`src/mkd_pkg.sv`:
```
// ----------------------------------------------------------------------------
// mkd_pkg
// Shared types, constants and the Morse lookup for the key decoder.
// ----------------------------------------------------------------------------
package mkd_pkg;

  localparam int COUNT_BITS   = 10;
  localparam int LEN_BITS     = 10;
  localparam int THR_BITS     = 10;
  localparam int CMP_BITS     = (COUNT_BITS > LEN_BITS) ? COUNT_BITS : LEN_BITS;
  localparam int SIDX_BITS    = 3;
  localparam int CHR_BITS     = 7;
  localparam int LIDX_BITS    = 8;
  localparam int PAT_BITS     = 5;
  localparam int CFG_IDX_BITS = 1;
  localparam int QDEPTH       = 2;
  localparam int QPTR_BITS    = $clog2(QDEPTH);
  localparam int QCNT_BITS    = $clog2(QDEPTH + 1);

  localparam logic [COUNT_BITS-1:0] CNT_MAX = {COUNT_BITS{1'b1}};
  localparam logic [CMP_BITS-1:0]   LEN_SAT = CMP_BITS'((1 << LEN_BITS) - 1);
  localparam logic [SIDX_BITS-1:0]  MAX_SYMS = SIDX_BITS'(PAT_BITS);
  localparam logic [THR_BITS-1:0]   DOT_RST  = THR_BITS'(120);
  localparam logic [THR_BITS-1:0]   DASH_RST = THR_BITS'(250);
  localparam logic [CHR_BITS-1:0]   CHR_SPACE = CHR_BITS'(" ");

  typedef enum logic [CFG_IDX_BITS-1:0] {
    REG_DOT_MAX  = 1'b0,
    REG_DASH_MAX = 1'b1
  } cfg_reg_e;

  typedef enum logic [1:0] {
    EVT_DOT    = 2'd0,
    EVT_DASH   = 2'd1,
    EVT_LETTER = 2'd2
  } event_kind_e;

  typedef struct packed {
    event_kind_e         kind;
    logic [LEN_BITS-1:0] length;
  } press_evt_t;

  // Pattern bit i set: symbol i is a dash.
  function automatic logic [CHR_BITS-1:0] morse_char(
    input logic [PAT_BITS-1:0]  pat,
    input logic [SIDX_BITS-1:0] cnt
  );
    logic [CHR_BITS-1:0] c;
    c = CHR_SPACE;
    case ({cnt, pat})
      {3'd2, 5'b00010}: c = CHR_BITS'("A");
      {3'd4, 5'b00001}: c = CHR_BITS'("B");
      {3'd4, 5'b00101}: c = CHR_BITS'("C");
      {3'd3, 5'b00001}: c = CHR_BITS'("D");
      {3'd1, 5'b00000}: c = CHR_BITS'("E");
      {3'd4, 5'b00100}: c = CHR_BITS'("F");
      {3'd3, 5'b00011}: c = CHR_BITS'("G");
      {3'd4, 5'b00000}: c = CHR_BITS'("H");
      {3'd2, 5'b00000}: c = CHR_BITS'("I");
      {3'd4, 5'b01110}: c = CHR_BITS'("J");
      {3'd3, 5'b00101}: c = CHR_BITS'("K");
      {3'd4, 5'b00010}: c = CHR_BITS'("L");
      {3'd2, 5'b00011}: c = CHR_BITS'("M");
      {3'd2, 5'b00001}: c = CHR_BITS'("N");
      {3'd3, 5'b00111}: c = CHR_BITS'("O");
      {3'd4, 5'b00110}: c = CHR_BITS'("P");
      {3'd4, 5'b01011}: c = CHR_BITS'("Q");
      {3'd3, 5'b00010}: c = CHR_BITS'("R");
      {3'd3, 5'b00000}: c = CHR_BITS'("S");
      {3'd1, 5'b00001}: c = CHR_BITS'("T");
      {3'd3, 5'b00100}: c = CHR_BITS'("U");
      {3'd4, 5'b01000}: c = CHR_BITS'("V");
      {3'd3, 5'b00110}: c = CHR_BITS'("W");
      {3'd4, 5'b01001}: c = CHR_BITS'("X");
      {3'd4, 5'b01101}: c = CHR_BITS'("Y");
      {3'd4, 5'b00011}: c = CHR_BITS'("Z");
      {3'd5, 5'b11111}: c = CHR_BITS'("0");
      {3'd5, 5'b11110}: c = CHR_BITS'("1");
      {3'd5, 5'b11100}: c = CHR_BITS'("2");
      {3'd5, 5'b11000}: c = CHR_BITS'("3");
      {3'd5, 5'b10000}: c = CHR_BITS'("4");
      {3'd5, 5'b00000}: c = CHR_BITS'("5");
      {3'd5, 5'b00001}: c = CHR_BITS'("6");
      {3'd5, 5'b00011}: c = CHR_BITS'("7");
      {3'd5, 5'b00111}: c = CHR_BITS'("8");
      {3'd5, 5'b01111}: c = CHR_BITS'("9");
      default:          c = CHR_SPACE;
    endcase
    return c;
  endfunction

endpackage

```
`src/mkd_if.sv`:
```
// ----------------------------------------------------------------------------
// mkd_if
// Valid/ready channels for key samples and decoder events.
// ----------------------------------------------------------------------------
interface mkd_key_if;
  logic valid;
  logic ready;
  logic key_pressed;

  modport source (output valid, output key_pressed, input ready);
  modport sink   (input valid, input key_pressed, output ready);
endinterface


```
`src/mkd_front.sv`:
```
// ----------------------------------------------------------------------------
// mkd_front
// Counts held ticks and classifies each finished press as dot, dash or end.
// ----------------------------------------------------------------------------
module mkd_front
  import mkd_pkg::*;
(
  input  logic                    clk_i,
  input  logic                    rst_ni,
  input  logic                    cfg_we_i,
  input  logic [CFG_IDX_BITS-1:0] cfg_idx_i,
  input  logic [THR_BITS-1:0]     cfg_wdata_i,
  mkd_key_if.sink                 key_i,
  output logic                    push_valid_o,
  input  logic                    push_ready_i,
  output press_evt_t              push_data_o
);

  logic [COUNT_BITS-1:0] cnt_q, cnt_d;
  logic [THR_BITS-1:0]   dot_max_q, dash_max_q;
  logic                  accept;
  logic [CMP_BITS-1:0]   len_ext, dot_ext, dash_ext;

  assign key_i.ready = push_ready_i;
  assign accept      = key_i.valid && key_i.ready;

  always_ff @(posedge clk_i or negedge rst_ni) begin
    if (!rst_ni) begin
      dot_max_q  <= DOT_RST;
      dash_max_q <= DASH_RST;
    end else if (cfg_we_i) begin
      case (cfg_reg_e'(cfg_idx_i))
        REG_DOT_MAX:  dot_max_q  <= cfg_wdata_i;
        REG_DASH_MAX: dash_max_q <= cfg_wdata_i;
        default: ;
      endcase
    end
  end

  always_comb begin
    len_ext  = CMP_BITS'(cnt_q);
    dot_ext  = CMP_BITS'(dot_max_q);
    dash_ext = CMP_BITS'(dash_max_q);

    push_valid_o = key_i.valid && !key_i.key_pressed && (cnt_q != '0);
    push_data_o.length = (len_ext > LEN_SAT) ? LEN_SAT[LEN_BITS-1:0]
                                             : len_ext[LEN_BITS-1:0];
    if (len_ext <= dot_ext) begin
      push_data_o.kind = EVT_DOT;
    end else if (len_ext <= dash_ext) begin
      push_data_o.kind = EVT_DASH;
    end else begin
      push_data_o.kind = EVT_LETTER;
    end

    cnt_d = cnt_q;
    if (accept) begin
      if (key_i.key_pressed) begin
        if (cnt_q != CNT_MAX) begin
          cnt_d = cnt_q + COUNT_BITS'(1);
        end
      end else begin
        cnt_d = '0;
      end
    end
  end

  always_ff @(posedge clk_i or negedge rst_ni) begin
    if (!rst_ni) begin
      cnt_q <= '0;
    end else begin
      cnt_q <= cnt_d;
    end
  end

  a_push_on_release: assert property (@(posedge clk_i) disable iff (!rst_ni)
    (push_valid_o && push_ready_i) |=> (cnt_q == '0))
    else $error("press counter not cleared after release");

  a_sat_hold: assert property (@(posedge clk_i) disable iff (!rst_ni)
    (accept && key_i.key_pressed && cnt_q == CNT_MAX) |=> (cnt_q == CNT_MAX))
    else $error("press counter wrapped");

endmodule

```
`src/flat_wrapper.sv`:
```
// flat-port wrapper written by rule: the top's interface ports become plain ports
module mkd_front_flat import mkd_pkg::*;
  (clk_i, rst_ni, cfg_we_i, cfg_idx_i, cfg_wdata_i, push_valid_o, push_ready_i, push_data_o, key_i_valid, key_i_key_pressed, key_i_ready);
  mkd_key_if key_i_i ();
  input  logic clk_i;
  input  logic rst_ni;
  input  logic cfg_we_i;
  input  logic [CFG_IDX_BITS-1:0] cfg_idx_i;
  input  logic [THR_BITS-1:0] cfg_wdata_i;
  output logic push_valid_o;
  input  logic push_ready_i;
  output press_evt_t push_data_o;
  input wire logic [$bits(key_i_i.valid)-1:0] key_i_valid;
  input wire logic [$bits(key_i_i.key_pressed)-1:0] key_i_key_pressed;
  output wire logic [$bits(key_i_i.ready)-1:0] key_i_ready;
  assign key_i_i.valid = key_i_valid;
  assign key_i_i.key_pressed = key_i_key_pressed;
  assign key_i_ready = key_i_i.ready;
  mkd_front u_core (.clk_i(clk_i), .rst_ni(rst_ni), .cfg_we_i(cfg_we_i), .cfg_idx_i(cfg_idx_i), .cfg_wdata_i(cfg_wdata_i), .key_i(key_i_i), .push_valid_o(push_valid_o), .push_ready_i(push_ready_i), .push_data_o(push_data_o));
endmodule
```
`config.mk`:
```
export PLATFORM = sky130hd
export DESIGN_NAME = mkd_front_flat
export DESIGN_NICKNAME = d
export VERILOG_FILES = /design/src/mkd_pkg.sv /design/src/mkd_if.sv /design/src/mkd_front.sv /design/src/flat_wrapper.sv
export SDC_FILE = /design/constraint.sdc
export NUM_CORES = 1
export LEC_CHECK = 0
export BUFFER_PORTS_ARGS = -buffer_cell sky130_fd_sc_hd__buf_2
export CAP_MARGIN = 0
export CORE_MARGIN = 2
export CORE_UTILIZATION = 35
export CTS_CLUSTER_SIZE = 28
export DETAILED_ROUTE_END_ITERATION = 16
export GPL_ROUTABILITY_DRIVEN = 0
export PLACE_DENSITY_LB_ADDON = 0.12
export SKIP_CTS_REPAIR_TIMING = 1
export SYNTH_ARGS = -nofsm -noshare
export SYNTH_HDL_FRONTEND = slang
export SYNTH_SLANG_ARGS = --single-unit
```
`constraint.sdc`:
```
create_clock -name clk_i -period 5.06 [get_ports clk_i]
set_input_delay 0 -clock clk_i [delete_from_list [all_inputs] [get_ports clk_i]]
set_output_delay 0 -clock clk_i [all_outputs]
set_load 0.005 [all_outputs]
```
### Word level (Yosys, flattened, before mapping)

Cells that the tools add are included.

| cells by class | value |
|---|---|
| add/sub/neg operators | 1 |
| order comparisons | 3 |
| eq/ne operators | 2 |
| multiplexer cells | 5 |
| bitwise gates (word level) | 1 |
| reductions and logical operators | 8 |

Operators by type and width:

| cell | number |
|---|---|
| two-way mux 10 bit | 3 |
| less-or-equal comparator 10 bit | 2 |
| adder 10 x 1 -> 10 bit, second input constant | 1 |
| greater-than comparator 10 bit, second input constant | 1 |
| inequality test 10 bit, second input constant | 1 |
| nonzero test 10 bit | 1 |
| AND reduction 2 bit | 3 |
| two-way mux 2 bit | 2 |
| logical AND 1 bit | 3 |
| inequality test 2 x 1 -> 1 bit, second input constant | 1 |
| logical NOT 1 bit | 1 |
| inverter 1 bit | 1 |

| word-level totals | value |
|---|---|
| register bits | 30 |
| input port bits | 17 |
| output and inout bits | 14 |

### Logic depth before layout (Yosys ltp)

| logic depth | value |
|---|---|
| depth in word-level cells | 3 |
| depth in mapped cells | 7 |
| mapped depth without buffers | 7 |

### Worst setup path after synthesis

OpenSTA, ideal clock, no wires.

| path | value |
|---|---|
| path kind | register -> output |
| from | reg u_core.dot_max_q[3] (netlist: u_core.dot_ext[3]) |
| to | out push_data_o[11] (netlist bit) |
| data arrival time | 1.742 ns |
| data required time | 5.060 ns |
| path slack | 3.318 ns |
| cell stages (with the launch flop) | 8 |
| buffers on the path | 0 |
| path through | dfstp_2 -> inv_1 -> ha_1 -> a21o_1 -> a21oi_1 -> nor2b_1 -> a2111oi_0 -> nor4b_1 |

RTL lines:

| item | line | text |
|---|---|---|
| start: declaration | mkd_front.sv:20 | `logic [THR_BITS-1:0] dot_max_q, dash_max_q;` |
| start signal: assignment | mkd_front.sv:33 | `REG_DOT_MAX: dot_max_q <= cfg_wdata_i;` |
| end: declaration | flat_wrapper.sv:12 | `output press_evt_t push_data_o;` |

==> flow_summary.toml <==
[power_and_ir_drop]
ir_worst_vdd_uv = 159
leakage_nw = 1.10
powerDensity_nw_per_um2 = 278

[worst_setup_path]
cp-start-kind = "flop"
end_kind = "primary output"
arrival_ns = 2.34
crit_family = "simple AND/OR/NAND/NOR gates"
critPathMaxFanout = 12
max_stage_delay_ns = 0.51
path_common_cell = "a211oi_1"
cp_slowest_cell = "dfrtp_1"
path_buf_inv = 1
crit_chain = "ha_1, nand4_1, nor3_1, a211oi_1, a211oi_1, nor4b_1, buf_2"
critical_path_class = "reg -> out"
cp.required_ns = 5.06

[floorplanning]
pin_count = 31
die_w_um = 78.7
row_count = 27
die_h_um = 78.7
start_util = 0.359
core_um2 = 5440
die_area_um2 = 6200

[worst_hold_path]
hold_class = "in -> reg"

[route]
drt-pass1-iter-count = 4
drt_wl_total_mm = 4.39
via_count = 1585
drt_iter0_drc = 98
wire_per_inst_um = 14.1
via_per_inst = 5.08
post-route-drc-count = 0
ant_nets = 0

[clock_network]
clk_latency_ns = 0.28
cts_buffers = 5
cts_tree = "built"
cts_max_path_buffers = 2
cts_htree_levels = 2
cts-root-buf = "clkbuf_8"
cts.clk_slew.worst_paths_ns = 0.06
cts_num_sinks = 30

[layout]
final_nets = 278
fillCellCount = 564
final_layout_size_suffix_gt1_frac = 0.267
final_cell_mix = "buf_2 (30), inv_1 (24), ha_1 (22)"
diodes = 0
synthToLayoutAreaGrowth_pct = 17.9
layoutNonFillerInstCount = 312
final_common_cell = "buf_2"

[sta]
fin_worst_skew_ns = 0.00155
rsz0062_at_grt = "false"
slew_headroom = 0.543
fin_crit_sh = 0.463
finalSetupTns_ns = 0
max_freq_mhz = 427
fin_crit_ns = 2.34
hold_viol = 0
setup_viol = 0
slew_viol_final = 0
tightest_slew_ns = 0.686

[logic_synthesis]
synth.distinct_cells = 41
avgSynthCellArea_um2 = 9.49
synth_edf_count = 0
synth_top_flop_cell = "dfrtp_1"
yosysWarnings = 0
synth_cells = 206
synth_seq_cells = 30
synth_fp_nets = 245
synth_area_um2 = 1950
seq_area_frac_synth = 0.391
synthArstFlopShare = 1.00

[status]
status = "finished, final reports clean"

[placement]
dp_hpwl_mm = 3.26
port_buffers = 30
dp_cells = 293

[global_route]
grt_first_pass_wirelength_mm = 7.42
track_usage = 0.154
antenna_found_initial = 0
grt_max_degree = 31
gr-total-overflow = 0
first_global_vias = 1503

[run]
drv_cap = 0
[per-stage QoR]
step	instance area (um2)	hold WS [ns]	util	setup WS (ns)	power, mW
floorplan	1950	-0.296	-	3.32	0.406
global placement	2110	0.0953	0.389	3.05	0.458
detailed placement	2110	0.0910	0.389	3.00	0.457
CTS	2190	-0.217	0.403	2.67	0.647
global route	2300	0.122	0.424	2.50	0.692
finish	2300	0.0971	0.424	2.72	0.640
[area by class of cell]
type / count / area, um2 / share of cell area
timing repair buffer: 42 / 268 / 0.116
tap: 72 / 90.1 / 0.0391
inverter: 24 / 90.1 / 0.0391
multi-input combinational: 136 / 1010 / 0.439
sequential: 30 / 763 / 0.331
clock buffer: 8 / 80.1 / 0.0348
[power by group]
part           switching [mW]  internal, mW  leakage [nW]
Sequential             0.0258         0.277         0.356
Clock                  0.0850        0.0975        0.0395
Combinational          0.0810        0.0743         0.704
[cells in the mapped netlist, drive strengths merged, types with 3 or more instances]
master,n,area [um2]
and3,4,35.0
inv,24,90.1
nand2,19,73.8
mux2,11,124
a21o,3,22.5
and4,3,28.8
nor2b,3,18.8
clkbuf,14,72.6
dfrtp,20,500
a21oi,10,50.1
o21ai,16,80.1
nand3,9,45.0
ha,22,275
nand4,5,31.3
dfstp,10,263
a41oi,3,26.3
nor3,5,36.3
[routing by layer]
| metal | vias up | part of all wire | GRT usage |
|---|---|---|---|
| li1 | 802 | - | - |
| met1 | 753 | 0.51 | 0.216 |
| met2 | 26 | 0.44 | 0.234 |
| met3 | 4 | 0.046 | 0.0386 |
| met4 | 0 | 0.0084 | 0.0474 |
| met5 | - | 0 | 0 |
[logic make-up after synthesis]
family,Yosys count,share of synthesized area
compound gates,45,0.143
fa+ha+maj,22,0.141
buf+inv,40,0.0916
flops,30,0.391
mux,11,0.0634
simple gates,58,0.170
[worst min-delay path, cell delays in order]
cell and delay (ns):
buf_2 0.18, o41ai_1 0.08, a2bb2oi_1 0.07
[worst paths after layout]
path | from | end | slack [ns] | cells past startpoint
hold reg to reg | u_core.dash_ext[2]$_DFFE_PN0P_ | u_core.dash_ext[2]$_DFFE_PN0P_ | 0.51 | 1
setup reg to reg | u_core.cnt_q[1]$_DFFE_PN0P_ | u_core.cnt_q[7]$_DFFE_PN0P_ | 3.23 | 6
hold / removal | key_i_key_pressed | u_core.cnt_q[8]$_DFFE_PN0P_ | 0.1 | 3
setup / recovery | u_core.cnt_q[5]$_DFFE_PN0P_ | push_data_o[11] | 2.72 | 7
max in group asynchronous | rst_ni | u_core.dash_ext[2]$_DFFE_PN0P_ | 4.32 | 2
min in group asynchronous | rst_ni | u_core.dot_ext[8]$_DFFE_PN0P_ | 0.30 | 2
[state kept, by name (all words and copies together), names as in the netlist]
name	count
u_core.cnt_q	10
u_core.dot_ext	10
u_core.dash_ext	10
Power figures use the tool's default switching activity.
