**src/mkd_pkg.sv**
```systemverilog
// ----------------------------------------------------------------------------
// mkd_pkg
// Shared types, constants and the Morse lookup for the key decoder.
// ----------------------------------------------------------------------------
package mkd_pkg;

  localparam int COUNT_BITS   = 10;
  localparam int LEN_BITS     = 10;
  localparam int THR_BITS     = 10;
  localparam int CMP_BITS     = (COUNT_BITS > LEN_BITS) ? COUNT_BITS : LEN_BITS;
  localparam int SIDX_BITS    = 3;
  localparam int CHR_BITS     = 7;
  localparam int LIDX_BITS    = 8;
  localparam int PAT_BITS     = 5;
  localparam int CFG_IDX_BITS = 1;
  localparam int QDEPTH       = 2;
  localparam int QPTR_BITS    = $clog2(QDEPTH);
  localparam int QCNT_BITS    = $clog2(QDEPTH + 1);

  localparam logic [COUNT_BITS-1:0] CNT_MAX = {COUNT_BITS{1'b1}};
  localparam logic [CMP_BITS-1:0]   LEN_SAT = CMP_BITS'((1 << LEN_BITS) - 1);
  localparam logic [SIDX_BITS-1:0]  MAX_SYMS = SIDX_BITS'(PAT_BITS);
  localparam logic [THR_BITS-1:0]   DOT_RST  = THR_BITS'(120);
  localparam logic [THR_BITS-1:0]   DASH_RST = THR_BITS'(250);
  localparam logic [CHR_BITS-1:0]   CHR_SPACE = CHR_BITS'(" ");

  typedef enum logic [CFG_IDX_BITS-1:0] {
    REG_DOT_MAX  = 1'b0,
    REG_DASH_MAX = 1'b1
  } cfg_reg_e;

  typedef enum logic [1:0] {
    EVT_DOT    = 2'd0,
    EVT_DASH   = 2'd1,
    EVT_LETTER = 2'd2
  } event_kind_e;

  typedef struct packed {
    event_kind_e         kind;
    logic [LEN_BITS-1:0] length;
  } press_evt_t;

  // Pattern bit i set: symbol i is a dash.
  function automatic logic [CHR_BITS-1:0] morse_char(
    input logic [PAT_BITS-1:0]  pat,
    input logic [SIDX_BITS-1:0] cnt
  );
    logic [CHR_BITS-1:0] c;
    c = CHR_SPACE;
    case ({cnt, pat})
      {3'd2, 5'b00010}: c = CHR_BITS'("A");
      {3'd4, 5'b00001}: c = CHR_BITS'("B");
      {3'd4, 5'b00101}: c = CHR_BITS'("C");
      {3'd3, 5'b00001}: c = CHR_BITS'("D");
      {3'd1, 5'b00000}: c = CHR_BITS'("E");
      {3'd4, 5'b00100}: c = CHR_BITS'("F");
      {3'd3, 5'b00011}: c = CHR_BITS'("G");
      {3'd4, 5'b00000}: c = CHR_BITS'("H");
      {3'd2, 5'b00000}: c = CHR_BITS'("I");
      {3'd4, 5'b01110}: c = CHR_BITS'("J");
      {3'd3, 5'b00101}: c = CHR_BITS'("K");
      {3'd4, 5'b00010}: c = CHR_BITS'("L");
      {3'd2, 5'b00011}: c = CHR_BITS'("M");
      {3'd2, 5'b00001}: c = CHR_BITS'("N");
      {3'd3, 5'b00111}: c = CHR_BITS'("O");
      {3'd4, 5'b00110}: c = CHR_BITS'("P");
      {3'd4, 5'b01011}: c = CHR_BITS'("Q");
      {3'd3, 5'b00010}: c = CHR_BITS'("R");
      {3'd3, 5'b00000}: c = CHR_BITS'("S");
      {3'd1, 5'b00001}: c = CHR_BITS'("T");
      {3'd3, 5'b00100}: c = CHR_BITS'("U");
      {3'd4, 5'b01000}: c = CHR_BITS'("V");
      {3'd3, 5'b00110}: c = CHR_BITS'("W");
      {3'd4, 5'b01001}: c = CHR_BITS'("X");
      {3'd4, 5'b01101}: c = CHR_BITS'("Y");
      {3'd4, 5'b00011}: c = CHR_BITS'("Z");
      {3'd5, 5'b11111}: c = CHR_BITS'("0");
      {3'd5, 5'b11110}: c = CHR_BITS'("1");
      {3'd5, 5'b11100}: c = CHR_BITS'("2");
      {3'd5, 5'b11000}: c = CHR_BITS'("3");
      {3'd5, 5'b10000}: c = CHR_BITS'("4");
      {3'd5, 5'b00000}: c = CHR_BITS'("5");
      {3'd5, 5'b00001}: c = CHR_BITS'("6");
      {3'd5, 5'b00011}: c = CHR_BITS'("7");
      {3'd5, 5'b00111}: c = CHR_BITS'("8");
      {3'd5, 5'b01111}: c = CHR_BITS'("9");
      default:          c = CHR_SPACE;
    endcase
    return c;
  endfunction

endpackage

```
**src/mkd_queue.sv**
```systemverilog
// ----------------------------------------------------------------------------
// mkd_queue
// Two-entry queue of classified presses between front and back.
// ----------------------------------------------------------------------------
module mkd_queue
  import mkd_pkg::*;
(
  input  logic       clk_i,
  input  logic       rst_ni,
  input  logic       push_valid_i,
  output logic       push_ready_o,
  input  press_evt_t push_data_i,
  output logic       pop_valid_o,
  input  logic       pop_ready_i,
  output press_evt_t pop_data_o
);

  press_evt_t             mem_q [QDEPTH];
  logic [QPTR_BITS-1:0]   wr_q, wr_d, rd_q, rd_d;
  logic [QCNT_BITS-1:0]   cnt_q, cnt_d;
  logic                   push, pop;

  assign push_ready_o = (cnt_q != QCNT_BITS'(QDEPTH));
  assign pop_valid_o  = (cnt_q != '0);
  assign pop_data_o   = mem_q[rd_q];
  assign push         = push_valid_i && push_ready_o;
  assign pop          = pop_valid_o && pop_ready_i;

  always_comb begin
    wr_d  = push ? wr_q + QPTR_BITS'(1) : wr_q;
    rd_d  = pop ? rd_q + QPTR_BITS'(1) : rd_q;
    cnt_d = cnt_q;
    if (push && !pop) begin
      cnt_d = cnt_q + QCNT_BITS'(1);
    end else if (pop && !push) begin
      cnt_d = cnt_q - QCNT_BITS'(1);
    end
  end

  always_ff @(posedge clk_i) begin
    if (push) begin
      mem_q[wr_q] <= push_data_i;
    end
  end

  always_ff @(posedge clk_i or negedge rst_ni) begin
    if (!rst_ni) begin
      wr_q  <= '0;
      rd_q  <= '0;
      cnt_q <= '0;
    end else begin
      wr_q  <= wr_d;
      rd_q  <= rd_d;
      cnt_q <= cnt_d;
    end
  end

  a_cnt_bound: assert property (@(posedge clk_i) disable iff (!rst_ni)
    cnt_q <= QCNT_BITS'(QDEPTH))
    else $error("queue fill count out of range");

  a_ptr_gap: assert property (@(posedge clk_i) disable iff (!rst_ni)
    (cnt_q == '0 || cnt_q == QCNT_BITS'(QDEPTH)) |-> (wr_q == rd_q))
    else $error("queue pointers disagree with fill count");

endmodule

```
**config.mk**
```make
export PLATFORM = sky130hd
export DESIGN_NAME = mkd_queue
export DESIGN_NICKNAME = d
export VERILOG_FILES = /design/src/mkd_pkg.sv /design/src/mkd_queue.sv
export SDC_FILE = /design/constraint.sdc
export NUM_CORES = 1
export LEC_CHECK = 0
export BUFFER_PORTS_ARGS = -buffer_cell sky130_fd_sc_hd__buf_2
export CORE_MARGIN = 2
export CORE_UTILIZATION = 52
export CTS_BUF_LIST = sky130_fd_sc_hd__clkbuf_8
export DETAILED_ROUTE_END_ITERATION = 10
export PLACE_DENSITY = 0.8
export SLEW_MARGIN = 10
export SYNTH_ARGS = -nofsm -noshare
export SYNTH_HDL_FRONTEND = slang
export SYNTH_SLANG_ARGS = --single-unit
```
**constraint.sdc**
```tcl
create_clock -name clk_i -period 2.1 [get_ports clk_i]
set_input_delay 0 -clock clk_i [delete_from_list [all_inputs] [get_ports clk_i]]
set_output_delay 0 -clock clk_i [all_outputs]
set_load 0.03 [all_outputs]
```
# == Word level (Yosys, flattened, before mapping) ==
# Memory sizes are Yosys's and may differ from the RTL's.
# Cells that the tools add are included.
# word_totals
register_bits,4
mem_bits_rw,24
out_inout_bits,14
memories,1
# memory_table
name,words,width,rd,rd_ports_with_merged_regs,wr,line,source
mem_q,2,12,1,0,1,mkd_queue.sv:18,press_evt_t mem_q [QDEPTH];
# op_classes
addsub,4
n_eq_ne,1
n_mux,4
n_reduce_logical,8
# ops
operator,n
logical AND 1 bit,4
2-to-1 mux 2 bit,2
nonzero test 2 bit,2
adder 1 bit (second input constant),2
adder 2 x 1 -> 2 bit (second input constant),1
logical NOT 1 bit,2
2-to-1 mux 1 bit,2
inequality test 2 bit (second input constant),1
subtractor 2 x 1 -> 2 bit (second input constant),1

# == Logic depth before layout (Yosys ltp) ==
# Gate-level depths: netlist of the first run.
# depth
word_depth,6
mapped_depth,7

# == Worst setup path before layout of the first run ==
# No wires, ideal clock.
# synth_timing
path_type,register -> register
startpoint,register cnt_q[0]
endpoint,memory mem_q[0][0] (netlist name) (enable)
arrival_ps,1240
t_required_ps,1720
slack_ps,480
path_stages_with_launch,4
period_less_slack_ps,1620
path_cell_list,dfrtp_1 nand2b_4 nand2_1 nor2_1
# synth_between
elab_chain_len,4
# synth_lines
item,line,source
start: declaration,mkd_queue.sv:20,"logic [QCNT_BITS-1:0] cnt_q, cnt_d;"
start signal: assignment,mkd_queue.sv:54,cnt_q <= cnt_d;
inequality test 2 bit,mkd_queue.sv:23,assign push_ready_o = (cnt_q != QCNT_BITS'(QDEPTH));
named net push_ready_o,mkd_queue.sv:11,"output logic push_ready_o,"
logical AND 1 bit,mkd_queue.sv:26,assign push = push_valid_i && push_ready_o;
2-to-1 mux 1 bit,mkd_queue.sv:41,if (push) begin
2-to-1 mux 1 bit (implied by the code),mkd_queue.sv:42,mem_q[wr_q] <= push_data_i;
end: declaration,mkd_queue.sv:18,
# The timed path passes the listed nets, and every way through them passes these cells.

# == Worst setup path in the final report of the first run ==
# layout_timing
startpoint,register cnt_q[0]
endpoint,memory mem_q[0][3] (netlist name) (enable)
# layout_between
elab_chain_len,4
# layout_lines
item,line
inequality test 2 bit,mkd_queue.sv:23
logical AND 1 bit,mkd_queue.sv:26
2-to-1 mux 1 bit,mkd_queue.sv:41
2-to-1 mux 1 bit (implied by the code),mkd_queue.sv:42
# Every way passes these cells.

==> results of run 1 <==
worst min path at each step:
stage	start	end	slack, ns	cells past startpoint
3_5_place_dp	rst_ni	rd_q$_DFFE_PN0P_	-0.18	1
2_1_floorplan	rst_ni	cnt_q[0]$_DFFE_PN0P_	-0.30	0
3_3_place_gp	rst_ni	cnt_q[1]$_DFFE_PN0P_	-0.19	1
4_1_cts	rst_ni	cnt_q[0]$_DFFE_PN0P_	0.06	2
6_report	rst_ni	cnt_q[0]$_DFFE_PN0P_	0.07	2
5_1_grt	rst_ni	cnt_q[0]$_DFFE_PN0P_	0.07	2
stage by stage:
step                total power [mW]  hold WS, ns
floorplan                      1.469      -0.2956
global placement               1.631      -0.1887
detailed placement             1.661      -0.1848
CTS                            2.086      0.05889
global route                   2.179      0.07158
finish                         2.079      0.06510
state kept, by name, indices dropped and copies added, names as in the netlist:
| signal | cells |
|---|---|
| cnt_q | 2 |
| mem_q | 24 |
| wr_q | 1 |
| rd_q | 1 |
power breakdown:
group          switching (mW)  internal, mW
clock network           0.150         0.255
registers               0.112         0.771
logic                   0.471         0.320
critical path, cell delays in order, from the launching register on:
cell      delay (ns)
dfrtp_1         0.42
nand2b_4        0.16
nand2_1         0.13
nor2_1          0.36
buf_4           0.26
cell families after synthesis:
logic type	synth area share, %
fa+ha+maj	1.160
simple gates	4.756
flops	76.10
mux	12.53
xor+xnor	4.061
buf+inv	1.392
routing by layer:
metal / vias to the layer above / GRT usage, % / wire length [µm]
li1: 296 / - / -
met1: 294 / 19.54 / 739
met2: 18 / 32.00 / 1054
met3: 4 / 3.333 / 68
met4: 0 / 6.944 / 29
met5: - / 0 / 0
timing repair:
| item | in CTS | in global routing |
|---|---|---|
| hold buffers | 14 | 0 |
| hold endpoints to repair | 29 | 0 |
| gates resized for setup | 0 | 0 |
placed cells by master (no fill, tap or decap), drive strengths merged:
| cell type | netlist | final |
|---|---|---|
| dlygate4sd3 | 0 | 14 |
| edfxtp | 24 | 24 |
| or2 | 1 | 1 |
| nand2b | 1 | 1 |
| xor2 | 2 | 2 |
| bufinv | 0 | 1 |
| ha | 1 | 1 |
| mux2 | 12 | 12 |
| nor2 | 2 | 2 |
| xnor2 | 3 | 3 |
| and3 | 1 | 1 |
| clkbuf | 0 | 3 |
| nand2 | 2 | 2 |
| dfrtp | 4 | 4 |
| buf | 1 | 30 |
| inv | 1 | 1 |
final cells by class:
class	count	area (µm²)	area share (%)
clock inverters	1	30.03	2.050
clock buffers	3	41.29	2.818
inverters	1	3.754	0.2562
well taps	27	33.78	2.306
repair buffers	44	292.8	19.98
multi-input cells	25	242.7	16.57
flip-flops and latches	28	820.8	56.02
==> metrics.md, run 1 <==
| Metric | Value |
|---|---|
| Clk_lat worst skew | 0.27 ns |
| Reg2Reg Capture Point | mem_q[0][3]$_DFFE_PP_ |
| Setup violators final | 0 |
| CP Max Fanout | 8 |
| Num ports | 30 |
| Num Clock Sinks | 28 |
| FMAX | 615.5 MHz |
| Root Driver | clkbuf_8 |
| Netlist cell types | 14 |
| Status | complete, no violations |
| Antenna-violating nets left | 0 |
| Worst setup EP type | flip-flop |
| Most numerous cell in the Yosys netlist | edfxtp_1 |
| Final #Nets | 120 |
| Post-Route Utilization | 74.68% |
| Rel. slew slack | 61.88% |
| Final Non-Filler Cells | 129 |
| Antenna violations before repair | 0 |
| Number of max-cap violations | 0 |
| DP Area | 1254 µm² |
| Post-CTS Setup Repair Bufs | 0 |
| Final period util | 77.37% |
| Total negative slack | 0 ns |
| YS warnings | 0 |
| Seq cells post-synth | 28 |
| RSZ-0062 raised after global routing | no |
| H-Tree Depth | 1 |
| Maximum VDD drop | 1.003 mV |
| Final hold vios | 0 |
| Die area | 2454 µm² |
| N_diodes | 0 |
| Row Count | 16 |
| Hold crit path type | in2async |
| Ys async rst share | 14.29% |
| Worst setup path start | cnt_q[0]$_DFFE_PN0P_ |
| Cell Area, Synth | 1079 µm² |
| Largest area contributor in the netlist | edfxtp_1 |
| Drt via density | 4.744 |
| Drt first pass iters | 3 |
| Top post-synthesis cells by area | edfxtp_1 67%, mux2_2 13%, dfrtp_1 9.3% |
| CP required | 2.08 ns |
| Tightest Pin Transition | 0.5719 ns |
| Final Skew | 0.001876 ns |
| Die height | 49.54 µm |
| DR WL/cell | 14.67 µm |
| # port buffers | 29 |
| Tmin final | 1.625 ns |
| Number of global-route vias before repair | 660 |
| Layout cell share with drive strength beyond 1 | 48.04% |
| GR Util All Layers | 17.37% |
| Main flop type after synthesis | edfxtp_1 |
| CTS clock-pin slew for the worst setup and hold paths | 0.09 ns |
| Syn_nets | 72 |
| R2R Path Start | cnt_q[0]$_DFFE_PN0P_ |
| Vias | 612 |
| Pre-CTS setup slack | 0.5119 ns |
| Crit path to | mem_q[0][3]$_DFFE_PP_ |
| Detailed-route DRC error count | 0 |
| Final worst slack | 0.4753 ns |
| Flop-to-flop setup slack | 0.48 ns |
| Mapped Cells | 55 |
| Most instantiated cells after synthesis | 24 x edfxtp_1, 12 x mux2_2, 4 x dfrtp_1 |
| Starting Density | 54.97% |
| Leakage | 0.5893 nW |
| Worst setup SP type | flip-flop |
| Area Overhead vs Synth | 35.85% |
| DRT iter0 DRCs | 21 |
| Core Footprint | 1962 µm² |
| Final instance area | 1465 µm² |
| Routed wire length | 1892 µm |
| Largest net degree at the start of global routing | 17 |
| Num CTS Buffers | 3 |
| Filler instances | 126 |
| Critical path type | reg2reg |
| Post-synth EDFFs | 24 |
| Seq/Total Area, Yosys | 76.10% |
| Cells after DPL | 111 |
| GPL Wtd Cong | 0.6108 |
| Total grt overflow | 0 |
| Chip width | 49.54 µm |
| Synth top area share | 66.82% |
| Syn avg cell area | 19.61 µm² |
| Pwr Density | 1419 nW/µm² |
| CTS tree | done |
| FF-to-FF path depth | 4 |
| First-pass GRT wire length | 3015 µm |
| Pins Over Slew Limit | 0 |
| Dpl hpwl | 1154 µm |
| Clk buf depth | 2 |
| Arrival time worst endpoint | 1.61 ns |
Power figures use the tool's default switching activity.
==> run 2: changes to the inputs <==
ABC_AREA = 1   (was unset)
CORE_ASPECT_RATIO = 0.6   (was unset)
CORE_UTILIZATION = 48   (was 52)
PLACE_DENSITY = 0.77   (was 0.8)
clock period = 1.4 ns   (was 2.1 ns; I/O delays follow)
==> run 2 against run 1 <==
Clock power up 52%. Highest routed layer unchanged. Synthesized area rose by 3.8%. Routed wire length is 15% higher. Final cell count is 33% higher. Utilization down 3.6 points.
==> metrics.md, run 2 <==
| Metric | Value |
|---|---|
| Status | complete, no violations |
| Syn avg cell area | 12.31 µm² |
| Crit path to | cnt_q[1]$_DFFE_PN0P_ |
| Pins Over Slew Limit | 0 |
| Clk_lat worst skew | 0.27 ns |
| Routed wire length | 2182 µm |
| GR Util All Layers | 17.93% |
| Most frequent cells in the layout | 42 x nand2_1, 29 x buf_2, 24 x edfxtp_1 |
| Number of max-cap violations | 0 |
| Num ports | 30 |
| Critical path type | reg2reg |
| Num CTS Buffers | 3 |
| Largest Register | mem_q |
| Met2 wire length | 1192 µm |
| Worst setup EP type | flip-flop |
| DP Area | 1306 µm² |
| R2R Path Start | cnt_q[0]$_DFFE_PN0P_ |
| RSZ-0062 raised after global routing | no |
| Cell Area, Synth | 1120 µm² |
| DR WL/cell | 12.76 µm |
| Antenna violations before repair | 0 |
| Antenna-violating nets left | 0 |
| Worst setup path start | cnt_q[0]$_DFFE_PN0P_ |
| Top layer used by detailed routing | met4 |
| Vias | 793 |
| CP Max Fanout | 4 |
| Commonest non-fill, non-tap cell in the layout | nand2_1 |
| Maximum VDD drop | 1.384 mV |
| Top post-synthesis cells by area | edfxtp_1 64%, nand2_1 14%, dfrtp_1 8.9% |
| Total grt overflow | 0 |
| DRT iter0 DRCs | 20 |
| Netlist cell types | 15 |
| Largest net degree at the start of global routing | 17 |
| YS warnings | 0 |
| Mapped Cells | 91 |
| Filler instances | 150 |
| Flop-to-flop setup slack | 0.09 ns |
| Area Overhead vs Synth | 38.32% |
| Clk buf depth | 2 |
| Most instantiated cells after synthesis | 42 x nand2_1, 24 x edfxtp_1, 4 x dfrtp_1, 4 x inv_1, 3 x inv_2 |
| Ys async rst share | 14.29% |
| CTS tree | done |
| Layout cell share with drive strength beyond 1 | 34.04% |
| FF-to-FF path depth | 9 |
| Drt via density | 4.637 |
| Row Count | 13 |
| Core Footprint | 2180 µm² |
| Worst setup SP type | flip-flop |
| Largest area contributor in the netlist | edfxtp_1 |
| Post-synth EDFFs | 24 |
| Rel. slew slack | 86.35% |
| Most numerous cell in the Yosys netlist | nand2_1 |
| Met1 WL | 846 µm |
| Final hold vios | 0 |
| CTS clock-pin slew for the worst setup and hold paths | 0.09 ns |
| Number of global-route vias before repair | 815 |
| Die height | 41.42 µm |
| Hold Slack | 0.06232 ns |
| Leakage | 0.7030 nW |
| Largest register FFs | 24 |
| Final Non-Filler Cells | 171 |
| Drt first pass iters | 4 |
| Storage element area | 822.0 µm² |
| Seq cells post-synth | 28 |
| Pwr Density | 2185 nW/µm² |
| Tmin final | 1.315 ns |
| Syn_nets | 108 |
| First-pass GRT wire length | 3546 µm |
| Hold crit path type | in2async |
| Final period util | 93.92% |
| Final instance area | 1549 µm² |
| Chip width | 66.36 µm |
| Main flop type after synthesis | edfxtp_1 |
| Routed met3 length | 109 µm |
| Final #Nets | 159 |
| Arrival time worst endpoint | 1.48 ns |
| Tightest Pin Transition | 0.2047 ns |
| CP required | 1.57 ns |
| Post-Route Utilization | 71.07% |
| # port buffers | 29 |
| Top flop regs | mem_q (24), cnt_q (2) |
| H-Tree Depth | 1 |
| Num Clock Sinks | 28 |
| Seq/Total Area, Yosys | 73.30% |
| N_diodes | 0 |
| Synth top area share | 64.36% |
| Final Skew | 0.003574 ns |
| Root Driver | clkbuf_8 |
| Cells after DPL | 151 |
| GPL Wtd Cong | 0.7803 |
| Die area | 2748 µm² |
| Dpl hpwl | 1418 µm |
| Area of the multi-input gates | 266.5 µm² |
| FMAX | 760.6 MHz |
| Detailed-route DRC error count | 0 |
| Starting Density | 51.38% |
| Setup violators final | 0 |
| Reg2Reg Capture Point | cnt_q[1]$_DFFE_PN0P_ |
-- run 2: kinds of logic (layout without fill, tap and decap cells) --
group | count (synthesis) | after routing | share of synthesized area (%)
buf+inv | 9 | 59 | 4.022
simple gates | 51 | 51 | 19.33
fa+ha+maj | 1 | 1 | 1.117
flops | 28 | 28 | 73.30
xor+xnor | 2 | 2 | 2.235
-- run 2: how the worst min path moves through the flow --
stage	from	to	slack, ns	cells past startpoint
final	rst_ni	cnt_q[1]$_DFFE_PN0P_	0.06	2
after global routing	rst_ni	cnt_q[0]$_DFFE_PN0P_	0.06	2
after detailed placement	rst_ni	cnt_q[1]$_DFFE_PN0P_	-0.19	1
after global placement	rst_ni	cnt_q[0]$_DFFE_PN0P_	-0.19	1
after CTS	push_valid_i	wr_q$_DFFE_PN0P_	0.01	3
after floorplan	rst_ni	cnt_q[0]$_DFFE_PN0P_	-0.30	0
-- run 2: worst max-delay path: stages (launching register included) --
cell,delay (ns)
dfrtp_1,0.40
inv_2,0.11
nand2_4,0.07
nand2_4,0.08
inv_1,0.06
ha_4,0.24
inv_1,0.06
nand3_1,0.08
nand2_1,0.06
nand2_1,0.05
-- run 2: timing repair --
action / in CTS / in global routing
hold buffers: 14 / 0
endpoints found under the setup margin: 1 / 8
hold endpoints to repair: 29 / 0
buffers inserted: 1 / 1
gates resized for setup: 0 / 3
pin swaps: 0 / 1
-- run 2: area by class of cell --
type	instances	share of cell area, %
clock buffers	3	2.666
clock inverters	1	1.939
inverters	7	1.858
multi-input cells	54	17.21
flip-flops and latches	28	53.07
well taps	30	2.423
repair buffers	48	20.84
-- run 2: where the power goes --
part / internal (mW) / leakage, nW / switching (mW) / total, mW
Sequential: 1.16 / 0.270 / 0.116 / 1.27
Combinational: 0.471 / 0.398 / 1.02 / 1.49
Clock: 0.383 / 0.0357 / 0.235 / 0.617
-- run 2: layer usage --
layer	global-route usage, %	vias up
met2	32.20	26
met4	6.939	0
met5	0	-
met3	5.149	6
li1	-	394
met1	20.04	367
-- run 2: through the flow --
step           setup WS [ns]  total power, mW   TNS (ns)
2_1_floorplan        -0.1555            2.287     -3.733
3_5_place_dp       -0.007375            2.673  -0.007375
6_report             0.08518            3.385          0
3_3_place_gp         0.08386            2.611          0
4_1_cts             0.004517            3.346          0
5_1_grt             0.003896            3.592          0
==> run 3: changes to the inputs <==
CORE_ASPECT_RATIO = unset   (was 0.6)
CORE_UTILIZATION = 53   (was 48)
PLACE_DENSITY = 0.8   (was 0.77)
clock period = 1.28 ns   (was 1.4 ns; I/O delays follow)
==> run 3 against run 2 <==
Cell area rose by 3.1%. Highest routed layer unchanged. Die area down 9.2%. Clock power increased by 9.7%. Hold slack worse by 0.0093 ns. Total power rose by 14%. Critical path type unchanged. Largest cell class unchanged. Critical path depth shrank 1. Critical endpoint unchanged. Via count up 1.8%. Combinational power grew 22%. Flip-flop and latch count unchanged. First-iteration DRC count decreased by 5.0%.
==> metrics.md, run 3 (same netlist as run 2, synthesis figures left out) <==
| Metric | Value |
|---|---|
| Status | complete, no violations |
| Worst path max stage delay | 0.41 ns |
| CTS clock-pin slew for the worst setup and hold paths | 0.09 ns |
| Gr busiest metal | met2 |
| Final period util | 97.81% |
| Final Skew | 0.001462 ns |
| Sequential power share | 35.5% |
| Gate power share | 47.0% |
| Internal Power | 2.318 mW |
| Met2 usage | 36.22% |
| Core Footprint | 1982 µm² |
| Worst setup EP type | flip-flop |
| DRT iter0 DRCs | 19 |
| Net Sw Frac | 40.05% |
| Hold Slack | 0.05304 ns |
| Tmin final | 1.252 ns |
| First-pass GRT wire length | 3691 µm |
| Final #Nets | 163 |
| Clock share of power | 17.5% |
| # port buffers | 29 |
| Cells after DPL | 151 |
| Commonest non-fill, non-tap cell in the layout | nand2_1 |
| Clk_lat worst skew | 0.27 ns |
| Pins Over Slew Limit | 0 |
| Antenna-violating nets left | 0 |
| CP max-delay cell | dfrtp_1 |
| Most frequent cells in the layout | 42 x nand2_1, 27 x buf_2, 24 x edfxtp_1 |
| GR Util met3 | 3.636% |
| Rel. slew slack | 88.74% |
| GR Util All Layers | 20.24% |
| FF-to-FF path depth | 8 |
| Design Power | 3.866 mW |
| Dpl hpwl | 1345 µm |
| Detailed-route DRC error count | 0 |
| Starting Density | 56.50% |
| Total negative slack | 0 ns |
| Num Clock Sinks | 28 |
| Clk buf depth | 2 |
| Final instance area | 1597 µm² |
| Number of global-route vias before repair | 860 |
| Num ports | 30 |
| Drt first pass iters | 4 |
| P_sw | 1.548 mW |
| Layout cell share with drive strength beyond 1 | 39.31% |
| FMAX | 798.8 MHz |
| Leakage | 0.7245 nW |
| Worst setup SP type | flip-flop |
| Setup violators final | 0 |
| DR WL/cell | 12.63 µm |
| Area Overhead vs Synth | 42.57% |
| Die area | 2497 µm² |
| Critical path type | reg2reg |
| Die height | 49.97 µm |
| Pwr Density | 2421 nW/µm² |
| CTS tree | done |
| Vias | 807 |
| Maximum VDD drop | 1.891 mV |
| CP Max Fanout | 4 |
| H-Tree Depth | 1 |
| Final Non-Filler Cells | 172 |
| Arrival time worst endpoint | 1.42 ns |
| Tightest Pin Transition | 0.1678 ns |
| Total grt overflow | 0 |
| Largest net degree at the start of global routing | 17 |
| Crit-path cells | inv_2 > nand2_4 > nand2_4 > inv_2 > ha_4 > inv_4 > nand4_1 > nand2_1 |
| Routed wire length | 2173 µm |
| GPL Wtd Cong | 0.7554 |
| CP required | 1.45 ns |
| Drt via density | 4.692 |
| Final hold vios | 0 |
| Largest Register | mem_q |
| DP Area | 1343 µm² |
| Hold crit path type | in2async |
| Num CTS Buffers | 3 |
| Met1 GRT Util | 22.93% |
| Row Count | 16 |
| Top flop regs | mem_q (24), cnt_q (2) |
| Number of max-cap violations | 0 |
| Antenna violations before repair | 0 |
| RSZ-0062 raised after global routing | yes |
| Largest register FFs | 24 |
| N_diodes | 0 |
| Chip width | 49.97 µm |
| Root Driver | clkbuf_8 |
==> run 3: changes by cell type in the layout (fill, tap and decap cells not counted), sizes merged <==
cell and delta:
buf +3, clkbuf +1
==> run 3: path summary, 6_finish.rpt <==
| check | startpoint | end | slack (ns) |
|---|---|---|---|
| max in group asynchronous | rst_ni | cnt_q[1]$_DFFE_PN0P_ | 1.09 |
| setup / recovery | cnt_q[0]$_DFFE_PN0P_ | cnt_q[1]$_DFFE_PN0P_ | 0.03 |
| setup reg to reg | cnt_q[0]$_DFFE_PN0P_ | cnt_q[1]$_DFFE_PN0P_ | 0.03 |
| hold / removal | rst_ni | cnt_q[0]$_DFFE_PN0P_ | 0.05 |
| hold reg to reg | cnt_q[1]$_DFFE_PN0P_ | cnt_q[1]$_DFFE_PN0P_ | 0.55 |
| min in group clk_i | push_valid_i | wr_q$_DFFE_PN0P_ | 0.11 |
==> run 3: per-stage QoR <==
stage | utilization, % | worst slack, ns
after CTS | 79.55 | 0.008416
after detailed placement | 67.74 | -0.008167
after floorplan | - | -0.07641
final | 80.56 | 0.02805
after global placement | 67.74 | 0.05753
after global routing | 80.56 | -0.04025
==> run 3: critical path, delay by kind of cell (launching register included) <==
kind	cells	cell delay, ns
flip-flops	1	0.41
adder cells (fa/ha/maj)	1	0.28
AND/OR/NAND/NOR	4	0.28
buffers and inverters	3	0.19
==> run 3: layout make-up <==
type | count | area (µm²)
Sequential cell | 28 | 822.0
Fill cell | 118 | 385.4
Timing Repair Buffer | 52 | 361.6
Multi-Input combinational cell | 54 | 276.5
Clock buffer | 3 | 41.29
Tap cell | 27 | 33.78
Inverter | 7 | 31.28
Clock inverter | 1 | 30.03
==> run 3: power by group through the flow <==
stage	Combinational, mW	Sequential (mW)	Clock [mW]
2_1_floorplan	1.16	1.37	0
3_3_place_gp	1.58	1.36	0
3_5_place_dp	1.63	1.37	0
4_1_cts	1.72	1.35	0.676
5_1_grt	1.97	1.40	0.711
6_report	1.82	1.37	0.677
==> run 3: timing repair <==
item,CTS,global route
pin swaps,2,1
gates cloned,0,0
resized for setup,0,10
endpoints found under the setup margin,1,9
setup buffers,3,0
hold buffers,14,0
endpoints found under the hold margin,29,0
==> run 3: per-layer routing <==
layer / routed length (µm) / vias to the layer above
met2: 1152 / 24
li1: - / 402
met4: 36 / 0
met1: 909 / 376
met3: 74 / 5
met5: 0 / -
